--- config.mk ---
export PLATFORM = sky130hd
export DESIGN_NAME = mf_median
export DESIGN_NICKNAME = d
export VERILOG_FILES = /design/src/sv/mf_pkg.sv /design/src/sv/mf_median.sv
export SDC_FILE = /design/constraint.sdc
export NUM_CORES = 1
export LEC_CHECK = 0
export BUFFER_PORTS_ARGS = -buffer_cell sky130_fd_sc_hd__buf_2
export CAP_MARGIN = 25
export CORE_UTILIZATION = 35
export DETAILED_ROUTE_END_ITERATION = 6
export HOLD_SLACK_MARGIN = 0.08
export PLACE_DENSITY = 0.54
export REMOVE_ABC_BUFFERS = 1
export SLEW_MARGIN = 15
export SYNTH_ARGS = -nofsm -noshare
export SYNTH_HDL_FRONTEND = slang
export SYNTH_SLANG_ARGS = --single-unit
--- constraint.sdc ---
create_clock -name clk -period 6.2 [get_ports clk]
set_input_delay 0.31 -clock clk [delete_from_list [all_inputs] [get_ports clk]]
set_output_delay 0.31 -clock clk [all_outputs]
set_load 0.01 [all_outputs]
--- src/sv/mf_pkg.sv ---
// ----------------------------------------------------------------------------
// mf_pkg
// Types and constants shared by the 3x3 median filter modules.
// ----------------------------------------------------------------------------
package mf_pkg;

	localparam int MAX_HEIGHT   = 1024;
	localparam int CFG_IDX_W    = 4;
	localparam int CFG_DATA_W   = 11;
	localparam int WIDTH_RESET  = 640;
	localparam int HEIGHT_RESET = 480;

	localparam logic [CFG_IDX_W-1:0] REG_FRAME_WIDTH  = CFG_IDX_W'(0);
	localparam logic [CFG_IDX_W-1:0] REG_FRAME_HEIGHT = CFG_IDX_W'(1);

	typedef struct packed {
		logic [7:0] pixel;
		logic       frame_start;
	} mf_in_item_t;

	typedef struct packed {
		logic [7:0] filtered;
		logic [9:0] out_row;
		logic [9:0] out_col;
	} mf_out_item_t;

	// position and border status of one emitted pixel
	typedef struct packed {
		logic       interior;
		logic [9:0] row;
		logic [9:0] col;
	} mf_meta_t;

	// window entry r*3+c: r = 0 oldest row, c = 2 newest column
	typedef logic [8:0][7:0] mf_win_t;

endpackage

--- src/sv/mf_median.sv ---
// ----------------------------------------------------------------------------
// mf_median
// Three-stage median-of-nine network: column sort, min/med/max, final median.
// ----------------------------------------------------------------------------
module mf_median import mf_pkg::*; (
	input  logic         clk,
	input  logic         arst_n,
	input  logic         en,
	input  logic         win_valid,
	input  mf_win_t      win,
	input  mf_meta_t     meta,
	output logic         res_valid,
	output mf_out_item_t res
);

	function automatic logic [2:0][7:0] sort3(input logic [7:0] a, input logic [7:0] b,
			input logic [7:0] c);
		logic [7:0] x, y, z, t;
		x = a;
		y = b;
		z = c;
		if (x > y) begin
			t = x; x = y; y = t;
		end
		if (y > z) begin
			t = y; y = z; z = t;
		end
		if (x > y) begin
			t = x; x = y; y = t;
		end
		return {z, y, x};
	endfunction

	function automatic logic [7:0] med3(input logic [7:0] a, input logic [7:0] b,
			input logic [7:0] c);
		logic [2:0][7:0] s;
		s = sort3(a, b, c);
		return s[1];
	endfunction

	logic [2:0][2:0][7:0] cols_s1;
	logic                 v_s1;
	mf_meta_t             meta_s1;
	logic [7:0]           lo_s2, mid_s2, hi_s2;
	logic                 v_s2;
	mf_meta_t             meta_s2;
	logic                 v_s3;
	mf_out_item_t         res_s3;

	logic [7:0] lo, hi;

	always_comb begin
		lo = cols_s1[0][0];
		if (cols_s1[1][0] > lo) lo = cols_s1[1][0];
		if (cols_s1[2][0] > lo) lo = cols_s1[2][0];
		hi = cols_s1[0][2];
		if (cols_s1[1][2] < hi) hi = cols_s1[1][2];
		if (cols_s1[2][2] < hi) hi = cols_s1[2][2];
	end

	always_ff @(posedge clk or negedge arst_n) begin
		if (!arst_n) begin
			v_s1 <= 1'b0;
			v_s2 <= 1'b0;
			v_s3 <= 1'b0;
		end else if (en) begin
			v_s1 <= win_valid;
			v_s2 <= v_s1;
			v_s3 <= v_s2;
		end
	end

	always_ff @(posedge clk) begin
		if (en) begin
			for (int c = 0; c < 3; c++) begin
				cols_s1[c] <= sort3(win[c], win[3 + c], win[6 + c]);
			end
			meta_s1 <= meta;
			lo_s2   <= lo;
			mid_s2  <= med3(cols_s1[0][1], cols_s1[1][1], cols_s1[2][1]);
			hi_s2   <= hi;
			meta_s2 <= meta_s1;
			res_s3.filtered <= meta_s2.interior ? med3(lo_s2, mid_s2, hi_s2) : 8'd0;
			res_s3.out_row  <= meta_s2.row;
			res_s3.out_col  <= meta_s2.col;
		end
	end

	assign res_valid = en && v_s3;
	assign res       = res_s3;

endmodule

==> results.tsv <==
metric	value	unit
RSZ-0062 raised after global routing	false	
number of synthesis warnings	0	
full die area	0.0340	sq mm
count of final setup violators	0	
sequential area share after synthesis	0.435	
FP Rows	66	
Clock power frac	0.178	
syn_area_per_cell	10.9	sq um
Comb pwr share	0.528	
synthesis-to-finish area growth	17.5	%
GRT Total Usage	0.163	
Post-DP Area	0.0128	sq mm
number of global-route vias before repair	8088	
Mapped Cells	1070	
die height	184	um
Crit Path Class	reg2reg	
clk_lat worst skew	0.43	ns
sw frac	0.412	
Worst EP required	6.37	ns
worst-case clock buffer depth	2	
Mapped Area	0.0116	sq mm
final worst-path cycle share	0.870	
Initial Utilization	0.357	
CP arrival	5.56	ns
Max Fanout on Critical Path	10	
pin count of the biggest net entering global routing	71	
DR iter-0 viols	448	
hold_ws	0.112	ns
fin nets	1471	
Final Non-Filler Cells	1679	
Netlist cell types	54	
max cap viols	0	
CTS buffer count	17	
final clock skew	0.00863	ns
Detail Route Antenna Nets	0	
Setup TNS	0	ns
CP endpoint kind	flop	
pre-CTS worst setup slack	0.555	ns
FMAX	185	MHz
Post-CTS Setup Inserts	0	
cts repair resizes	0	
Slew Limit Fails	0	
fraction of layout cells with a size suffix above 1	0.196	
antenna violations before repair	0	
Lkg Pwr	6.28	nW
clock sinks	169	
Synth Register Bits	169	
vias per std cell	5.09	
Async SR Flop Fraction	0.0178	
WL final	27200	um
Psw	2.57	mW
TritonRoute pass-1 iters	6	
worst-margin pin slew	0.873	ns
Final Worst Setup Slack	0.806	ns
Max IR drop VDD	0.246	mV
commonest non-fill, non-tap cell in the layout	edfxtp_1	
hold crit path type	in2reg	
Top FF cell, synth	edfxtp_1	
share of power burned in registers	0.294	
PortBufs	125	
Die X	184	um
DP Cell Count	1625	
I/O pin total	126	
H-tree Lvls	4	
GRT overflow	0	
CTS tree	built	
DR vias	8541	
Max-slew headroom	0.418	
Final min period	5.39	ns
CP startpoint kind	flop	
# diodes	0	
outcome	complete, no violations	
first-pass GRT wire length	42700	um
root buffer cell	clkbuf_16	
PwrDens	457	mW/mm^2
DRC errors left	0	
clk slew on worst S/H paths	0.08	ns
gpl congestion	0.842	
post-DR wirelength/cell	16.2	um
Fin. Hold Viols	0	
Pint	3.67	mW
Final HPWL DP	21800	um
most frequent cells in the layout	166 x edfxtp_1, 150 x ha_1, 136 x inv_1	
final instance area	0.0137	sq mm
core footprint	0.0326	sq mm
Post-synth EDFFs	166	
[power groups by stage]
stage | clock network (mW) | logic [mW] | registers [mW]
6_report | 1.11 | 3.30 | 1.83
5_1_grt | 1.18 | 3.73 | 1.87
4_1_cts | 1.14 | 3.31 | 1.84
3_5_place_dp | 0 | 3.28 | 1.87
3_3_place_gp | 0 | 3.22 | 1.86
2_1_floorplan | 0 | 2.44 | 1.79
[per-layer routing]
metal	vias up	track usage	share of wire
met5	-	0	0
met4	0	0.0413	0.013
met3	22	0.0243	0.031
met2	147	0.278	0.49
met1	4057	0.214	0.47
li1	4315	-	-
[critical path, cell delays in order, from the launching register on]
cell	delay [ns]
edfxtp_1	0.46
ha_1	0.34
nor2b_1	0.14
o211ai_1	0.16
a21oi_1	0.10
o22ai_2	0.44
buf_4	0.27
mux2_2	0.36
ha_1	0.29
and3_1	0.20
a221oi_1	0.27
o21ai_0	0.14
o21ai_2	0.23
mux2i_1	0.24
ha_1	0.35
a21oi_1	0.07
o22ai_1	0.15
nor2_1	0.05
o21ai_1	0.47
a21bo_2	0.29
o21ai_0	0.10
[synthesized netlist by cell type (11+ instances only)]
cell type  instances  area share
o22ai_1           13      0.0070
mux2_2            36       0.035
o221a_2           12       0.012
o21ai_0           53       0.023
nand2_1           63       0.020
buf_2             13      0.0056
ha_1             150        0.16
nand4_1           24       0.013
mux2i_1          102       0.088
a21o_1            19       0.012
edfxtp_1         166        0.43
nor2_1            45       0.015
nand3_1           18      0.0077
a21oi_1           94       0.040
and3_1            11      0.0059
inv_1            136       0.044
nor2b_1           16      0.0086
[metrics by stage]
| step | power, mW | util |
|---|---|---|
| 4_1_cts | 6.29 | 0.419 |
| 3_5_place_dp | 5.15 | 0.392 |
| 2_1_floorplan | 4.23 | - |
| 5_1_grt | 6.78 | 0.419 |
| 6_report | 6.25 | 0.419 |
| 3_3_place_gp | 5.08 | 0.392 |
[worst paths after layout]
kind / start / endpoint / slack, ns / cells past startpoint
worst min register to register: meta_s1[8] / meta_s2[8] / 0.42 / 0
worst min-delay path: win_valid / v_s1 / 0.11 / 2
max in group asynchronous: arst_n / v_s1 / 5.90 / 2
worst max register to register: lo_s2[1] / res[24] / 0.81 / 20
worst max-delay path: lo_s2[1] / res[24] / 0.81 / 20
min in group asynchronous: arst_n / v_s3 / 0.20 / 2
[registers in the layout (all words and copies together) (netlist names)]
register,flops
res,28
meta_s1,21
v_s1,1
v_s2,1
hi_s2,8
meta_s2,21
mid_s2,8
cols_s1,72
lo_s2,8
v_s3,1
[cell type report]
cell class	count	area [sq um]
clock buffer	17	425
sequential	169	5060
timing repair buffer	161	957
clock inverter	15	216
multi-input combinational	739	5940
inverter	136	510
fill	3156	19000
tap	442	553
[cells by family after synthesis]
| family | synth area share |
|---|---|
| compound gates | 0.141 |
| fa+ha+maj | 0.161 |
| buf+inv | 0.0559 |
| flops | 0.435 |
| mux | 0.125 |
| simple gates | 0.0818 |
[repair_timing]
action / CTS / global route
setup endpoints to repair: 0 / 0
endpoints found under the hold margin: 24 / 0
hold buffers: 22 / 0
(Power assumes the default switching activity.)
