### config.mk
export PLATFORM = sky130hd
export DESIGN_NAME = mf_skid
export DESIGN_NICKNAME = d
export VERILOG_FILES = /design/src/sv/mf_pkg.sv /design/src/sv/mf_skid.sv
export SDC_FILE = /design/constraint.sdc
export NUM_CORES = 1
export LEC_CHECK = 0
export ABC_AREA = 1
export BUFFER_PORTS_ARGS = -buffer_cell sky130_fd_sc_hd__buf_2
export CAP_MARGIN = 20
export CORE_MARGIN = 1
export CORE_UTILIZATION = 56
export DETAILED_ROUTE_END_ITERATION = 12
export PLACE_DENSITY_LB_ADDON = 0.3
export SETUP_SLACK_MARGIN = 0.4
export SLEW_MARGIN = 30
export SYNTH_ARGS = -nofsm -noshare
export SYNTH_HDL_FRONTEND = slang
export SYNTH_SLANG_ARGS = --single-unit
### constraint.sdc
create_clock -name clk -period 11.56 [get_ports clk]
set_input_delay 1.156 -clock clk [delete_from_list [all_inputs] [get_ports clk]]
set_output_delay 1.156 -clock clk [all_outputs]
set_load 0.02 [all_outputs]
### src/sv/mf_pkg.sv
// ----------------------------------------------------------------------------
// mf_pkg
// Types and constants shared by the 3x3 median filter modules.
// ----------------------------------------------------------------------------
package mf_pkg;

	localparam int MAX_HEIGHT   = 1024;
	localparam int CFG_IDX_W    = 4;
	localparam int CFG_DATA_W   = 11;
	localparam int WIDTH_RESET  = 640;
	localparam int HEIGHT_RESET = 480;

	localparam logic [CFG_IDX_W-1:0] REG_FRAME_WIDTH  = CFG_IDX_W'(0);
	localparam logic [CFG_IDX_W-1:0] REG_FRAME_HEIGHT = CFG_IDX_W'(1);

	typedef struct packed {
		logic [7:0] pixel;
		logic       frame_start;
	} mf_in_item_t;

	typedef struct packed {
		logic [7:0] filtered;
		logic [9:0] out_row;
		logic [9:0] out_col;
	} mf_out_item_t;

	// position and border status of one emitted pixel
	typedef struct packed {
		logic       interior;
		logic [9:0] row;
		logic [9:0] col;
	} mf_meta_t;

	// window entry r*3+c: r = 0 oldest row, c = 2 newest column
	typedef logic [8:0][7:0] mf_win_t;

endpackage

### src/sv/mf_skid.sv
// ----------------------------------------------------------------------------
// mf_skid
// Two-entry output buffer; full freezes the pipeline in front of it.
// ----------------------------------------------------------------------------
module mf_skid import mf_pkg::*; (
	input  logic         clk,
	input  logic         arst_n,
	input  logic         push,
	input  mf_out_item_t push_item,
	output logic         full,
	output logic         valid,
	input  logic         stall,
	output mf_out_item_t item
);

	logic [1:0]   count_q;
	mf_out_item_t e0_q, e1_q;
	logic         pop;

	assign pop   = valid && !stall;
	assign valid = count_q != 2'd0;
	assign full  = count_q == 2'd2;
	assign item  = e0_q;

	always_ff @(posedge clk or negedge arst_n) begin
		if (!arst_n) begin
			count_q <= 2'd0;
		end else begin
			case ({push, pop})
				2'b10: count_q <= count_q + 2'd1;
				2'b01: count_q <= count_q - 2'd1;
				default: count_q <= count_q;
			endcase
		end
	end

	always_ff @(posedge clk) begin
		case ({push, pop})
			2'b10: begin
				if (count_q == 2'd0) e0_q <= push_item;
				else e1_q <= push_item;
			end
			2'b01: e0_q <= e1_q;
			2'b11: begin
				if (count_q == 2'd1) begin
					e0_q <= push_item;
				end else begin
					e0_q <= e1_q;
					e1_q <= push_item;
				end
			end
			default: e0_q <= e0_q;
		endcase
	end

	a_no_overflow: assert property (@(posedge clk) disable iff (!arst_n)
		push |-> count_q != 2'd2)
		else $error("push into full output buffer");

	a_full_holds: assert property (@(posedge clk) disable iff (!arst_n)
		full && stall |=> full && $stable(item))
		else $error("stalled output buffer changed");

endmodule

==> qor.yml, run 1 <==
outcome: "finished, final reports clean"
core_um2: 4030
crit_required_ps: 11510
synth_xor_area_share_pct: 0
met3_usage_pct: 6.59
cp_slowest_stage_delay_ps: 880
start_util_pct: 59.1
yosysTopAreaCellShare_pct: 70.7
grt_pass1_vias: 1523
grt_max_degree: 31
finalWirelength_um: 4490
crit_type: "primary input to flip-flop"
grt_usage_pct: 22.2
drc: 0
wl_per_cell_um: 14.7
die_area_um2: 4510
cap_violations: 0
clock_sink_count: 58
yosysTopAreaCell: "edfxtp_1"
ir_drop_uv: 189
insertedDiodeCount: 0
fillers: 282
cts_tree: "built"
maxSlewViolCount: 0
synth-adder-area-share_pct: 4.21
use_met1_pct: 26.4
min_from: "e1_q[3]$_DFFE_PP_"
tightest_slew_ps: 923
final.setup_skew_ps: 9.70
synth-simple-area-share_pct: 17.7
worst_hold_path.endpoint: "item[3]$_DFFE_PP_"
reg2regPathDepth: 6
ys_top_cells_by_area: "edfxtp_1 71%, nand2_1 10%, nand3_1 6.1%"
mostFrequentLayoutCell: "nand2_1"
whs_path_depth: 2
seq_area_um2: 1730
ant_nets: 0
die_h_um: 67.2
timing.rr.start: "count_q[0]$_DFFE_PN0P_"
portBuffers: 61
synth_top_family_by_area: "simple AND/OR/NAND/NOR gates"
hold_class: "flip-flop to flip-flop"
dr_total_vias: 1600
startpoint_type: "primary input"
rsz0062_at_grt: "no"
fin_tns_setup_ps: 0
drive_gt1_share_pct: 32.4
rows: 23
final-setup-viol-count: 0
ys_seq_elements: 58
clockBufferDepth: 2
ioPinCount: 62
end_kind: "flip-flop"
hold_buffers: 0
drt_iter0_markers: 170
fin_nets: 291
netlist_area_um2: 2380
cts_resized: 0
place.detailed.hpwl_um: 2740
via_per_inst: 5.23
max_freq_mhz: 330
cts_setup_buffers: 0
cp_max_fo: 30
power_w: 0.000803
yosysSeqAreaShare_pct: 72.8
p_leak_nw: 1.33
layout_min_cycle_time_ps: 3030
r2r_slack_ps: 8720
yosysWarnings: 0
max_slew_margin_pct: 38.3
syn_to_final_growth_pct: 23.3
synth_nets: 225
use_met2_pct: 35.9
cellPowerDensity_nw_per_um2: 274
worst_skew_pair.late_latency_ps: 340
layout_worst_path_cycle_share_pct: 26.2
stdcell_area_um2: 2940
overflow: 0
grt_pass1_wl_um: 6980
dpl_cell_area_um2: 2700
syn_inst: 185
layout.cells.most_common_list: "64 x nand2_1, 61 x buf_2, 56 x edfxtp_1"
cts_max_level: 3
clk_pin_slew_worst_paths_ps: 70
antenna_found_initial: 0
synth_cell_type_count: 14
top_usage_layer: "met2"
hold_violations: 0
cts_buffers: 9
worstPathCellList: "buf_2, nor2_1, ha_1, nand2_2, a21boi_4"
synth-compound-area-share_pct: 0.736
cp_slowest_cell: "a21boi_4"
first_pass_iters: 4
root_buffer: "clkbuf_8"
avgSynthCellArea_um2: 12.9
synth_mux_area_share_pct: 0
fin_hold_ws_ps: 516
die_w_um: 67.2
arrival_ps: 2980
r2r-end: "e1_q[3]$_DFFE_PP_"
globalplace.congestion: 0.725
multiInputGateArea_um2: 554
[worst max-delay path: cells and delay by family]
family	cells	cell delay [ps]
AOI/OAI and AO/OA	1	880
adders and majority gates	1	240
buffers and inverters	1	90
and+or+nand+nor	2	600
[worst max path at each step]
stage | start | to | slack (ps) | depth (start not counted)
global placement | stall | e1_q[12]$_DFFE_PP_ | 8290 | 5
finish | stall | e1_q[3]$_DFFE_PP_ | 8530 | 5
detailed placement | stall | e1_q[10]$_DFFE_PP_ | 8170 | 5
floorplan | stall | e1_q[0]$_DFFE_PP_ | 7250 | 5
global route | stall | e1_q[0]$_DFFE_PP_ | 8350 | 5
CTS | stall | e1_q[1]$_DFFE_PP_ | 8520 | 5
[power by group]
part / internal [W] / switching [W]
Combinational: 0.0000670 / 0.000169
Sequential: 0.000328 / 0.0000188
Clock: 0.000142 / 0.0000779
[metal layers]
| layer | vias up | share of wire [%] | wire (µm) |
|---|---|---|---|
| li1 | 766 | - | - |
| met3 | 9 | 5.5 | 246 |
| met2 | 56 | 53 | 2380 |
| met5 | - | 0 | 0 |
| met1 | 769 | 40 | 1800 |
| met4 | 0 | 1.4 | 65 |
[final cells by class]
class	count	area share, %
Multi-Input combinational cell	109	18.9
Tap cell	50	2.13
Clock buffer	10	4.35
Inverter	11	1.41
Sequential cell	58	59.0
Clock inverter	6	3.58
Timing Repair Buffer	62	10.7
[kinds of logic after synthesis]
kind of cell,Yosys count
buf+inv,18
compound gates,3
fa+ha+maj,8
simple gates,98
flops,58
[registers in the layout (all words and copies together) (netlist names)]
| signal | flops |
|---|---|
| count_q | 2 |
| item | 28 |
| e1_q | 28 |
[cells in the mapped netlist]
master / count
nand2_1: 64
edfxtp_1: 56
nand3_1: 29
inv_1: 10
ha_1: 8
buf_6: 4
buf_4: 3
dfrtp_1: 2
nand2_4: 2
nor2_1: 2
o21ai_0: 2
a21boi_0: 1
inv_2: 1
nand2_2: 1
[metrics by stage]
step / instances / setup slack, ps / util, %
6_report: 306 / 8530 / 72.9
5_1_grt: 306 / 8350 / 72.9
4_1_cts: 306 / 8520 / 72.9
3_5_place_dp: 290 / 8170 / 67.1
3_3_place_gp: 290 / 8290 / 67.1
2_1_floorplan: 185 / 7250 / -
Note: power is estimated with default switching activity, not from simulation.
==> inputs of run 2 (changes only) <==
--- a/config.mk
+++ b/config.mk
@@ -9,7 +9,7 @@
 export BUFFER_PORTS_ARGS = -buffer_cell sky130_fd_sc_hd__buf_2
 export CAP_MARGIN = 20
 export CORE_MARGIN = 1
-export CORE_UTILIZATION = 56
+export CORE_UTILIZATION = 47
 export DETAILED_ROUTE_END_ITERATION = 12
 export PLACE_DENSITY_LB_ADDON = 0.3
 export SETUP_SLACK_MARGIN = 0.4
==> constraint.sdc (replaced) <==
create_clock -name clk -period 2.6 [get_ports clk]
set_input_delay 0.26 -clock clk [delete_from_list [all_inputs] [get_ports clk]]
set_output_delay 0.26 -clock clk [all_outputs]
set_load 0.02 [all_outputs]
==> qor.yml, run 2 (synthesis gave the netlist of run 1 again) <==
wl_per_cell_um: 12.8
r2r_slack_ps: 570
cts_buffers: 9
cap_violations: 0
layout_min_cycle_time_ps: 2030
reg2regPathDepth: 8
outcome: "finished, final reports clean"
fin_tns_setup_ps: 0
fillers: 396
clockBufferDepth: 2
max_freq_mhz: 492
place.detailed.hpwl_um: 2710
grt_usage_pct: 17.2
die_area_um2: 5350
overflow: 0
grt_pass1_vias: 1451
max_slew_margin_pct: 75.4
clk_pin_slew_worst_paths_ps: 60
drt_iter0_markers: 101
min_from: "push_item[22]"
finalWirelength_um: 4150
ir_drop_uv: 672
mostFrequentLayoutCell: "nand2_1"
fin_hold_ws_ps: 125
insertedDiodeCount: 0
core_um2: 4790
crit_required_ps: 2630
p_leak_nw: 1.32
whs_path_depth: 1
tightest_slew_ps: 368
worst_hold_path.endpoint: "e1_q[22]$_DFFE_PP_"
die_h_um: 73.2
cts_max_level: 3
seq_area_um2: 1730
timing.rr.start: "count_q[0]$_DFFE_PN0P_"
layout_worst_path_cycle_share_pct: 78.2
hold_violations: 0
final.setup_skew_ps: 7.01
globalplace.congestion: 0.732
crit_type: "flip-flop to flip-flop"
grt_max_degree: 30
ioPinCount: 62
drive_gt1_share_pct: 32.2
worst_skew_pair.late_latency_ps: 330
start_util_pct: 49.7
first_pass_iters: 4
startpoint_type: "flip-flop"
dr_total_vias: 1528
hold_class: "primary input to flip-flop"
end_kind: "flip-flop"
cts_tree: "built"
layout.cells.most_common_list: "64 x nand2_1, 61 x buf_2, 56 x edfxtp_1"
grt_pass1_wl_um: 6520
antenna_found_initial: 0
r2r-end: "e1_q[26]$_DFFE_PP_"
rsz0062_at_grt: "no"
via_per_inst: 4.70
multiInputGateArea_um2: 557
rows: 25
root_buffer: "clkbuf_8"
die_w_um: 73.2
fin_nets: 294
ant_nets: 0
arrival_ps: 2060
final-setup-viol-count: 0
cellPowerDensity_nw_per_um2: 1150
cp_max_fo: 23
syn_to_final_growth_pct: 23.7
portBuffers: 61
drc: 0
maxSlewViolCount: 0
clock_sink_count: 58
-- run 2: cell types whose count changed in the layout (fill, tap and decap cells not counted) --
cell	change
dlygate4sd3_1	+1
clkbuf_1	+1
clkinv_2	-1
bufinv_16	-2
buf_6	+1
nor2_1	-1
buf_12	+1
clkinv_1	+1
nor2_2	+1
-- run 2: critical path, cell delays in order, from the launching register on --
cell and delay (ps):
dfrtp_1 390, inv_1 80, ha_1 230, nor2_2 180
inv_1 100, ha_1 190, nand2_1 50, a21boi_4 290
buf_12 220
-- run 2: what timing repair did --
action,in CTS,in global routing
setup buffers,0,0
gates resized for setup,0,1
hold endpoints to repair,2,0
setup endpoints to repair,0,28
hold buffers,1,0
-- run 2: report_power, final --
part | total, W | switching, W | internal (W)
sequential | 0.00153 | 0.0000781 | 0.00145
combinational | 0.00108 | 0.000749 | 0.000332
clock | 0.000763 | 0.000332 | 0.000431
-- run 2: worst max path at each step --
stage / start / to / depth (start not counted)
floorplan: count_q[0]$_DFFE_PN0P_ / e1_q[0]$_DFFE_PP_ / 7
global placement: count_q[0]$_DFFE_PN0P_ / item[23]$_DFFE_PP_ / 9
detailed placement: count_q[0]$_DFFE_PN0P_ / item[8]$_DFFE_PP_ / 9
CTS: count_q[0]$_DFFE_PN0P_ / item[8]$_DFFE_PP_ / 9
global route: count_q[0]$_DFFE_PN0P_ / e1_q[1]$_DFFE_PP_ / 8
finish: count_q[0]$_DFFE_PN0P_ / e1_q[26]$_DFFE_PP_ / 8
-- run 2: layout make-up --
class,instances,share of cell area [%]
flip-flops and latches,58,58.8
multi-input cells,109,18.9
repair buffers,65,12.0
clock buffers,11,4.46
well taps,67,2.85
clock inverters,4,1.49
inverters,11,1.40
-- run 2: per-stage QoR --
| stage | cells | cell area [µm²] | total power [W] | util, % | setup slack, ps |
|---|---|---|---|---|---|
| floorplan | 185 | 2400 | 0.00232 | - | 436 |
| detailed placement | 309 | 2750 | 0.00264 | 57.5 | 501 |
| global route | 325 | 2940 | 0.00357 | 61.5 | 413 |
| global placement | 309 | 2750 | 0.00261 | 57.5 | 568 |
| CTS | 325 | 2940 | 0.00340 | 61.4 | 501 |
| finish | 325 | 2940 | 0.00338 | 61.5 | 566 |
-- run 2: per-layer routing --
layer,track usage [%],wire [µm]
met3,5.66,314
met2,26.4,1930
met4,13.5,130
met5,0,0
met1,19.8,1770
